[config.mk]
export PLATFORM = sky130hd
export DESIGN_NAME = battery_trend_monitor_top_flat
export DESIGN_NICKNAME = d
export VERILOG_FILES = /design/src/rtl/btm_pkg.sv /design/src/rtl/btm_if.sv /design/src/rtl/btm_cfg_regs.sv /design/src/rtl/btm_ring_mem.sv /design/src/rtl/battery_trend_monitor_top.sv /design/src/flat_wrapper.sv
export SDC_FILE = /design/constraint.sdc
export NUM_CORES = 1
export LEC_CHECK = 0
export BUFFER_PORTS_ARGS = -buffer_cell sky130_fd_sc_hd__buf_4
export CORE_MARGIN = 2
export CORE_UTILIZATION = 63
export DETAILED_ROUTE_END_ITERATION = 8
export GPL_TIMING_DRIVEN = 0
export HOLD_SLACK_MARGIN = 0.1
export PLACE_DENSITY = 0.85
export SETUP_SLACK_MARGIN = 0.3
export SLEW_MARGIN = 25
export SYNTH_ARGS = -nofsm -noshare
export SYNTH_HDL_FRONTEND = slang
export SYNTH_SLANG_ARGS = --single-unit
export TNS_END_PERCENT = 20
[constraint.sdc]
create_clock -name clk -period 7 [get_ports clk]
set_clock_uncertainty 0.05 [all_clocks]
set_input_delay 1.05 -clock clk [delete_from_list [all_inputs] [get_ports clk]]
set_output_delay 1.05 -clock clk [all_outputs]
set_load 0.1 [all_outputs]
[src/rtl/btm_pkg.sv]
`timescale 1ns / 1ps
// Package for the battery trend monitor: widths, register indexes, reset values,
// the configuration struct and the sample scaling function. No dependencies.
package btm_pkg;

  localparam int PIN_W     = 12;
  localparam int RATIO_W   = 10;
  localparam int MV_W      = 14;
  localparam int CFG_IDX_W = 3;
  localparam int CFG_DATA_W = 14;
  localparam int FRAC_W    = 8;
  localparam int PROD_W    = PIN_W + RATIO_W;

  localparam logic [MV_W-1:0] MV_MAX = '1;

  localparam logic [CFG_IDX_W-1:0] REG_DIVIDER_RATIO = 3'd0;
  localparam logic [CFG_IDX_W-1:0] REG_RISE_MV       = 3'd1;
  localparam logic [CFG_IDX_W-1:0] REG_FALL_MV       = 3'd2;
  localparam logic [CFG_IDX_W-1:0] REG_FULL_MV       = 3'd3;
  localparam logic [CFG_IDX_W-1:0] REG_LOW_MV        = 3'd4;
  localparam logic [CFG_IDX_W-1:0] REG_USE_PIN       = 3'd5;

  localparam logic [RATIO_W-1:0] RST_DIVIDER_RATIO = 10'd512;
  localparam logic [MV_W-1:0]    RST_RISE_MV       = 14'd50;
  localparam logic [MV_W-1:0]    RST_FALL_MV       = 14'd50;
  localparam logic [MV_W-1:0]    RST_FULL_MV       = 14'd4150;
  localparam logic [MV_W-1:0]    RST_LOW_MV        = 14'd3400;

  typedef struct packed {
    logic [RATIO_W-1:0] divider_ratio_q8;
    logic [MV_W-1:0]    rise_mv;
    logic [MV_W-1:0]    fall_mv;
    logic [MV_W-1:0]    full_mv;
    logic [MV_W-1:0]    low_mv;
    logic               use_charge_pin;
  } cfg_t;

  function automatic logic [MV_W-1:0] scale_mv(input logic [PIN_W-1:0] pin,
                                               input logic [RATIO_W-1:0] ratio);
    logic [PROD_W-1:0] prod;
    logic [PROD_W-FRAC_W-1:0] shifted;
    prod = PROD_W'(pin) * PROD_W'(ratio);
    shifted = prod[PROD_W-1:FRAC_W];
    if (shifted > (PROD_W-FRAC_W)'(MV_MAX)) begin
      scale_mv = MV_MAX;
    end else begin
      scale_mv = MV_W'(shifted);
    end
  endfunction

endpackage

[src/rtl/btm_if.sv]
`timescale 1ns / 1ps
// Valid/ready channel interfaces for the sample requests and the results.
// Depends on btm_pkg for field widths.
interface btm_in_if;
  logic                        valid;
  logic                        ready;
  logic [btm_pkg::PIN_W-1:0]   pin_mv;
  logic                        read_ok;
  logic                        charge_pin_level;

  modport source (output valid, output pin_mv, output read_ok, output charge_pin_level,
                  input ready);
  modport sink (input valid, input pin_mv, input read_ok, input charge_pin_level,
                output ready);
endinterface

interface btm_out_if;
  logic                       valid;
  logic                       ready;
  logic [btm_pkg::MV_W-1:0]   battery_mv;
  logic                       charging;
  logic                       is_full;
  logic                       is_low;

  modport source (output valid, output battery_mv, output charging, output is_full,
                  output is_low, input ready);
  modport sink (input valid, input battery_mv, input charging, input is_full,
                input is_low, output ready);
endinterface

[src/rtl/btm_cfg_regs.sv]
`timescale 1ns / 1ps
// Configuration register file of the battery trend monitor.
// Depends on btm_pkg for register indexes, reset values and cfg_t.
module btm_cfg_regs (
  input  logic                              clk,
  input  logic                              rst_n,
  input  logic                              cfg_we,
  input  logic [btm_pkg::CFG_IDX_W-1:0]     cfg_idx,
  input  logic [btm_pkg::CFG_DATA_W-1:0]    cfg_wdata,
  output btm_pkg::cfg_t                     cfg
);

  btm_pkg::cfg_t cfg_r;

  always_ff @(posedge clk) begin
    if (!rst_n) begin
      cfg_r.divider_ratio_q8 <= btm_pkg::RST_DIVIDER_RATIO;
      cfg_r.rise_mv          <= btm_pkg::RST_RISE_MV;
      cfg_r.fall_mv          <= btm_pkg::RST_FALL_MV;
      cfg_r.full_mv          <= btm_pkg::RST_FULL_MV;
      cfg_r.low_mv           <= btm_pkg::RST_LOW_MV;
      cfg_r.use_charge_pin   <= 1'b0;
    end else if (cfg_we) begin
      case (cfg_idx)
        btm_pkg::REG_DIVIDER_RATIO: begin
          cfg_r.divider_ratio_q8 <= cfg_wdata[btm_pkg::RATIO_W-1:0];
        end
        btm_pkg::REG_RISE_MV: begin
          cfg_r.rise_mv <= cfg_wdata[btm_pkg::MV_W-1:0];
        end
        btm_pkg::REG_FALL_MV: begin
          cfg_r.fall_mv <= cfg_wdata[btm_pkg::MV_W-1:0];
        end
        btm_pkg::REG_FULL_MV: begin
          cfg_r.full_mv <= cfg_wdata[btm_pkg::MV_W-1:0];
        end
        btm_pkg::REG_LOW_MV: begin
          cfg_r.low_mv <= cfg_wdata[btm_pkg::MV_W-1:0];
        end
        btm_pkg::REG_USE_PIN: begin
          cfg_r.use_charge_pin <= cfg_wdata[0];
        end
        default: begin
        end
      endcase
    end
  end

  assign cfg = cfg_r;

endmodule

[src/rtl/btm_ring_mem.sv]
`timescale 1ns / 1ps
// Sample ring storage: one write port and one read port with registered read data.
// No dependencies.
module btm_ring_mem #(
  parameter int DEPTH = 8,
  parameter int AW    = 3,
  parameter int DW    = 14
) (
  input  logic          clk,
  input  logic          we,
  input  logic [AW-1:0] waddr,
  input  logic [DW-1:0] wdata,
  input  logic          re,
  input  logic [AW-1:0] raddr,
  output logic [DW-1:0] rdata
);

  logic [DW-1:0] mem [DEPTH];
  logic [DW-1:0] rdata_r;

  always_ff @(posedge clk) begin
    if (we) begin
      mem[waddr] <= wdata;
    end
  end

  always_ff @(posedge clk) begin
    if (re) begin
      rdata_r <= mem[raddr];
    end
  end

  assign rdata = rdata_r;

endmodule

[src/rtl/battery_trend_monitor_top.sv]
`timescale 1ns / 1ps
// Battery trend monitor top level: request pipeline, ring memory and verdict logic.
// Depends on btm_pkg, btm_if, btm_cfg_regs and btm_ring_mem.

// The block takes one sample request per clock cycle unless the output stalls. The sample
// ring lives in one memory of WINDOW entries; at acceptance the oldest sample is read, as
// the request moves into the second stage the new sample is scaled and written, and as it
// moves into the output register the trend verdict is formed there. Each request costs one
// memory read and one memory write, so the rate is one request per cycle while nothing
// stalls. The ring needs no clearing pass after reset, since the oldest sample is only
// used once the window has been filled.
module battery_trend_monitor_top #(
  parameter int WINDOW = 8
) (
  input  logic                            clk,
  input  logic                            rst_n,
  btm_in_if.sink                          in_req,
  btm_out_if.source                       out_res,
  input  logic                            cfg_we,
  input  logic [btm_pkg::CFG_IDX_W-1:0]   cfg_idx,
  input  logic [btm_pkg::CFG_DATA_W-1:0]  cfg_wdata
);

  localparam int AW = $clog2(WINDOW);
  localparam int CW = $clog2(WINDOW + 1);
  localparam int MW = btm_pkg::MV_W;

  btm_pkg::cfg_t cfg;

  logic [AW-1:0]             ws_r;
  logic [AW-1:0]             rd_addr;
  logic [CW-1:0]             fill_r;
  logic [MW-1:0]             last_r;
  logic                      chg_r;

  logic                      s1_valid_r;
  logic [btm_pkg::PIN_W-1:0] s1_pin_r;
  logic                      s1_ok_r;
  logic                      s1_level_r;
  logic [AW-1:0]             s1_slot_r;
  logic                      s1_fwd_r;
  logic [MW-1:0]             s1_fwd_data_r;
  logic [MW-1:0]             s1_v;
  logic [MW-1:0]             s1_old;
  logic [MW-1:0]             mem_rdata;

  logic                      s2_valid_r;
  logic [MW-1:0]             s2_v_r;
  logic [MW-1:0]             s2_old_r;
  logic                      s2_level_r;
  logic                      s2_full_r;

  logic                      out_valid_r;
  logic [MW-1:0]             out_mv_r;
  logic                      out_chg_r;
  logic                      out_full_r;
  logic                      out_low_r;

  logic                      in_acc;
  logic                      s2_adv;
  logic                      out_adv;
  logic                      chg_nxt;
  logic [MW:0]               rise;
  logic [MW:0]               fall;

  btm_cfg_regs u_cfg (
    .clk       (clk),
    .rst_n     (rst_n),
    .cfg_we    (cfg_we),
    .cfg_idx   (cfg_idx),
    .cfg_wdata (cfg_wdata),
    .cfg       (cfg)
  );

  assign out_adv = s2_valid_r && (!out_valid_r || out_res.ready);
  assign s2_adv  = s1_valid_r && (!s2_valid_r || out_adv);
  assign in_req.ready = !s1_valid_r || s2_adv;
  assign in_acc  = in_req.valid && in_req.ready;

  assign rd_addr = (ws_r == AW'(WINDOW - 1)) ? '0 : ws_r + AW'(1);

  assign s1_v   = s1_ok_r ? btm_pkg::scale_mv(s1_pin_r, cfg.divider_ratio_q8) : last_r;
  assign s1_old = s1_fwd_r ? s1_fwd_data_r : mem_rdata;

  btm_ring_mem #(
    .DEPTH (WINDOW),
    .AW    (AW),
    .DW    (MW)
  ) u_ring (
    .clk   (clk),
    .we    (s2_adv),
    .waddr (s1_slot_r),
    .wdata (s1_v),
    .re    (in_acc),
    .raddr (rd_addr),
    .rdata (mem_rdata)
  );

  always_ff @(posedge clk) begin
    if (!rst_n) begin
      s1_valid_r <= 1'b0;
      ws_r       <= '0;
    end else begin
      if (in_acc) begin
        s1_valid_r <= 1'b1;
        ws_r       <= rd_addr;
      end else if (s2_adv) begin
        s1_valid_r <= 1'b0;
      end
    end
  end

  always_ff @(posedge clk) begin
    if (in_acc) begin
      s1_pin_r      <= in_req.pin_mv;
      s1_ok_r       <= in_req.read_ok;
      s1_level_r    <= in_req.charge_pin_level;
      s1_slot_r     <= ws_r;
      s1_fwd_r      <= s2_adv && (s1_slot_r == rd_addr);
      s1_fwd_data_r <= s1_v;
    end
  end

  always_ff @(posedge clk) begin
    if (!rst_n) begin
      s2_valid_r <= 1'b0;
      last_r     <= '0;
      fill_r     <= '0;
    end else begin
      if (s2_adv) begin
        s2_valid_r <= 1'b1;
        last_r     <= s1_v;
        if (fill_r != CW'(WINDOW)) begin
          fill_r <= fill_r + CW'(1);
        end
      end else if (out_adv) begin
        s2_valid_r <= 1'b0;
      end
    end
  end

  always_ff @(posedge clk) begin
    if (s2_adv) begin
      s2_v_r     <= s1_v;
      s2_old_r   <= s1_old;
      s2_level_r <= s1_level_r;
      s2_full_r  <= (fill_r >= CW'(WINDOW - 1));
    end
  end

  assign rise = {1'b0, s2_v_r} - {1'b0, s2_old_r};
  assign fall = {1'b0, s2_old_r} - {1'b0, s2_v_r};

  always_comb begin
    chg_nxt = chg_r;
    if (cfg.use_charge_pin) begin
      chg_nxt = !s2_level_r;
    end else if (s2_full_r) begin
      if (!rise[MW] && (rise[MW-1:0] >= cfg.rise_mv)) begin
        chg_nxt = 1'b1;
      end else if (!fall[MW] && (fall != '0) && (fall[MW-1:0] >= cfg.fall_mv)) begin
        chg_nxt = 1'b0;
      end
    end
  end

  always_ff @(posedge clk) begin
    if (!rst_n) begin
      out_valid_r <= 1'b0;
      chg_r       <= 1'b0;
    end else begin
      if (out_adv) begin
        out_valid_r <= 1'b1;
        chg_r       <= chg_nxt;
      end else if (out_res.ready) begin
        out_valid_r <= 1'b0;
      end
    end
  end

  always_ff @(posedge clk) begin
    if (out_adv) begin
      out_mv_r   <= s2_v_r;
      out_chg_r  <= chg_nxt;
      out_full_r <= (s2_v_r >= cfg.full_mv);
      out_low_r  <= !chg_nxt && (s2_v_r != '0) && (s2_v_r < cfg.low_mv);
    end
  end

  assign out_res.valid      = out_valid_r;
  assign out_res.battery_mv = out_mv_r;
  assign out_res.charging   = out_chg_r;
  assign out_res.is_full    = out_full_r;
  assign out_res.is_low     = out_low_r;

endmodule
[src/flat_wrapper.sv]
// flat-port wrapper written by rule: the top's interface ports become plain ports
module battery_trend_monitor_top_flat 
#(
  parameter int WINDOW = 8
)
  (clk, rst_n, cfg_we, cfg_idx, cfg_wdata, in_req_valid, in_req_pin_mv, in_req_read_ok, in_req_charge_pin_level, in_req_ready, out_res_valid, out_res_battery_mv, out_res_charging, out_res_is_full, out_res_is_low, out_res_ready);
  btm_in_if in_req_i ();
  btm_out_if out_res_i ();
  input  logic clk;
  input  logic rst_n;
  input  logic cfg_we;
  input  logic [btm_pkg::CFG_IDX_W-1:0] cfg_idx;
  input  logic [btm_pkg::CFG_DATA_W-1:0] cfg_wdata;
  input wire logic [$bits(in_req_i.valid)-1:0] in_req_valid;
  input wire logic [$bits(in_req_i.pin_mv)-1:0] in_req_pin_mv;
  input wire logic [$bits(in_req_i.read_ok)-1:0] in_req_read_ok;
  input wire logic [$bits(in_req_i.charge_pin_level)-1:0] in_req_charge_pin_level;
  output wire logic [$bits(in_req_i.ready)-1:0] in_req_ready;
  output wire logic [$bits(out_res_i.valid)-1:0] out_res_valid;
  output wire logic [$bits(out_res_i.battery_mv)-1:0] out_res_battery_mv;
  output wire logic [$bits(out_res_i.charging)-1:0] out_res_charging;
  output wire logic [$bits(out_res_i.is_full)-1:0] out_res_is_full;
  output wire logic [$bits(out_res_i.is_low)-1:0] out_res_is_low;
  input wire logic [$bits(out_res_i.ready)-1:0] out_res_ready;
  assign in_req_i.valid = in_req_valid;
  assign in_req_i.pin_mv = in_req_pin_mv;
  assign in_req_i.read_ok = in_req_read_ok;
  assign in_req_i.charge_pin_level = in_req_charge_pin_level;
  assign in_req_ready = in_req_i.ready;
  assign out_res_valid = out_res_i.valid;
  assign out_res_battery_mv = out_res_i.battery_mv;
  assign out_res_charging = out_res_i.charging;
  assign out_res_is_full = out_res_i.is_full;
  assign out_res_is_low = out_res_i.is_low;
  assign out_res_i.ready = out_res_ready;
  battery_trend_monitor_top #(.WINDOW(WINDOW)) u_core (.clk(clk), .rst_n(rst_n), .in_req(in_req_i), .out_res(out_res_i), .cfg_we(cfg_we), .cfg_idx(cfg_idx), .cfg_wdata(cfg_wdata));
endmodule
==> impl_metrics.env <==
export IMPL_grt_pass1_vias=12880
export IMPL_synthArstFlopShare_pct=0
export IMPL_tns_ns=0
export IMPL_htreeDepth=1
export IMPL_fp_coreArea_um2=27100
export IMPL_synthToLayoutAreaGrowth_pct=11.45
export IMPL_syn_num_nets=1883
export IMPL_max_slew_worst_pin_slew_ns=0.8487
export IMPL_cp_arrival_ns=6.73
export IMPL_holdWs_ns=0.4054
export IMPL_routed_wl_mm=42.01
export IMPL_hold_viol=0
export IMPL_max_cap_viol_count=0
export IMPL_final_util_pct=71.89
export IMPL_clockRootBuffer="clkbuf_16"
export IMPL_die_h_um=170.6
export IMPL_max_freq_ghz=0.1538
export IMPL_status="completed"
export IMPL_track_usage_pct=29.87
export IMPL_synth_area_leaders="edfxtp_1 (35%), dfxtp_1 (11%), ha_1 (10%)"
export IMPL_fin_crit_sh_pct=92.87
export IMPL_crit_fanout=10
export IMPL_vias=12540
export IMPL_cts_made_buffers=31
export IMPL_wl_per_cell_um=19.84
export IMPL_hold_path_class="reg -> reg"
export IMPL_clkLatencyLatePin_ns=0.57
export IMPL_die_w_um=170.6
export IMPL_finalSetupViolCount=0
export IMPL_layout_common_cells="nand2_1 (227), edfxtp_1 (205), inv_1 (185)"
export IMPL_max_vdd_ir_drop_uv=215.1
export IMPL_drtPass1Iterations=5
export IMPL_syn_mean_instance_area_um2=10.75
export IMPL_grt_first_pass_wirelength_mm=67.10
export IMPL_ys_seq_elements=297
export IMPL_drv_slew=0
export IMPL_nets=1978
export IMPL_placement_io_buffers=53
export IMPL_criticalPathCategory="reg -> reg"
export IMPL_cts_sinks=297
export IMPL_ios=55
export IMPL_syn_cell_area_um2=17480
export IMPL_dp_hpwl_mm=30.96
export IMPL_powerDensity_nw_per_um2=228.7
export IMPL_grt_setup_unrepaired="no"
export IMPL_end_kind="flop"
export IMPL_synth_cell_types=70
export IMPL_post_cts_buffers=0
export IMPL_antenna_left=0
export IMPL_critPathRequiredTime_ns=7.23
export IMPL_netlist_area_leader_share_pct=35.22
export IMPL_critPathLaunchType="flop"
export IMPL_drive_gt1_share_pct=11.40
export IMPL_clockBufferDepth=3
export IMPL_grt_max_degree=39
export IMPL_start_util_pct=64.50
export IMPL_vias_per_cell=5.921
export IMPL_p_leak_nw=7.980
export IMPL_gp_congestion=0.9471
export IMPL_antenna_found_initial=0
export IMPL_grt_ovfl_total=0
export IMPL_layout_commonest_cell="nand2_1"
export IMPL_clk_pin_slew_ns=0.06
export IMPL_fp_row_count=60
export IMPL_drc_errors=0
export IMPL_ys_warn_count=0
export IMPL_die_area_um2=29100
export IMPL_place_area_um2=18470
export IMPL_synth_edf_count=205
export IMPL_slew_headroom_pct=43.36
export IMPL_drt_iter0_drc=1030
export IMPL_finalCriticalPeriod_ns=6.501
export IMPL_synth_flop_cell="edfxtp_1"
export IMPL_cts_tree="yes"
export IMPL_design_area_um2=19480
export IMPL_ys_seq_area_share_pct=45.75
export IMPL_yosysTopAreaCell="edfxtp_1"
export IMPL_synthCells=1626
-- cell usage after synthesis, types with 5 or more instances --
cell and number:
nand2_1 227, edfxtp_1 205, inv_1 186, ha_1 142
a21oi_1 119, dfxtp_1 92, fa_1 79, and2_1 71
nor2_1 67, clkbuf_1 57, o21ai_0 45, mux2_2 36
o211ai_1 24, xnor2_1 23, nand3_1 19, a21o_1 17
nor3_1 17, xor2_1 16, nor2b_1 15, mux4_2 14
o22ai_1 12, nand2b_1 10, nand4_1 9, nor4_1 9
a211oi_1 8, o21a_1 6, o221ai_1 6, o31a_1 6
or3_1 6, and3_1 5
-- area by class of cell --
| cell class | count | area, um2 |
|---|---|---|
| multi-input combinational | 1071 | 8527 |
| timing repair buffer | 62 | 484.2 |
| fill | 1860 | 7619 |
| buffer | 70 | 299.0 |
| antenna | 1 | 2.502 |
| sequential | 297 | 7998 |
| tap | 372 | 465.4 |
| clock buffer | 40 | 883.3 |
| inverter | 188 | 706.9 |
| clock inverter | 17 | 116.4 |
-- worst max-delay path, stage by stage, from the launching register on --
cell and delay [ns]:
dfxtp_1 0.39, clkbuf_1 0.45, nand2_1 0.16, fa_1 0.52, inv_1 0.06, fa_1 0.50
inv_1 0.05, fa_1 0.48, inv_1 0.06, fa_1 0.54, inv_1 0.06, fa_1 0.55
inv_1 0.05, ha_1 0.34, a21o_1 0.20, a21o_1 0.17, a221oi_1 0.39, o21ai_0 0.22
a21bo_2 0.28, a21oi_2 0.20, xnor2_1 0.09, mux2_2 0.38
-- per-stage QoR --
stage / power [W] / setup slack, ns / std cells
finish: 0.004456 / 0.4992 / 2118
global route: 0.004623 / 0.3035 / 2117
CTS: 0.004453 / 0.4654 / 2117
detailed placement: 0.002878 / 0.4984 / 2060
global placement: 0.002837 / 0.2038 / 2051
floorplan: 0.002620 / 1.275 / 1626
-- repair_timing --
action | 4_1_cts | 5_1_grt
gates resized for setup | 0 | 4
hold buffers | 0 | 0
endpoints found under the setup margin | 0 | 10
-- power breakdown --
part           total [W]  leakage [nW]  switching, W  internal (W)
Combinational   0.000821          4.82      0.000517      0.000304
Sequential       0.00204          2.67     0.0000485       0.00199
Clock            0.00160         0.491      0.000701      0.000898
-- kinds of logic after synthesis --
| group | Yosys count | share of synthesized area (%) |
|---|---|---|
| AO/OA/AOI/OAI | 284 | 10.24 |
| XOR/XNOR | 40 | 2.047 |
| adder cells (fa/ha/maj) | 221 | 19.21 |
| buffers and inverters | 258 | 5.733 |
| AND/OR/NAND/NOR | 472 | 12.67 |
| multiplexers | 54 | 4.352 |
| flip-flops | 297 | 45.75 |
-- state kept, by name (all words and copies together), names as in the netlist, 3 cells and up --
register and count:
u_core.s1_pin_r 12, u_core.u_cfg.cfg 67, u_core.out_res.battery_mv 14, u_core.s2_v_r 14, u_core.ws_r 3, u_core.s1_fwd_data_r 14
u_core.u_ring.mem 112, u_core.last_r 14, u_core.u_ring.rdata 14, u_core.s2_old_r 14, u_core.s1_slot_r 3, u_core.fill_r 4
-- worst paths after layout --
kind,startpoint,slack [ns],endpoint,cells after the start
min reg2reg,u_core.u_cfg.cfg[54]$_SDFFE_PN0P_,0.41,u_core.u_cfg.cfg[54]$_SDFFE_PN0P_,2
max,u_core.u_cfg.cfg[59]$_SDFFE_PN0P_,0.50,u_core.u_ring.mem[4][12]$_DFFE_PP_,21
min,u_core.u_cfg.cfg[54]$_SDFFE_PN0P_,0.41,u_core.u_cfg.cfg[54]$_SDFFE_PN0P_,2
max reg2reg,u_core.u_cfg.cfg[59]$_SDFFE_PN0P_,0.50,u_core.u_ring.mem[4][12]$_DFFE_PP_,21
-- routing by layer --
layer	vias up	global-route usage (%)	part of all wire, %
li1	5804	-	-
met1	6107	38.66	40
met2	516	51.45	49
met3	114	3.539	6.6
met4	0	12.23	4.2
met5	-	0	0
Note: power is estimated with default switching activity, not from simulation.
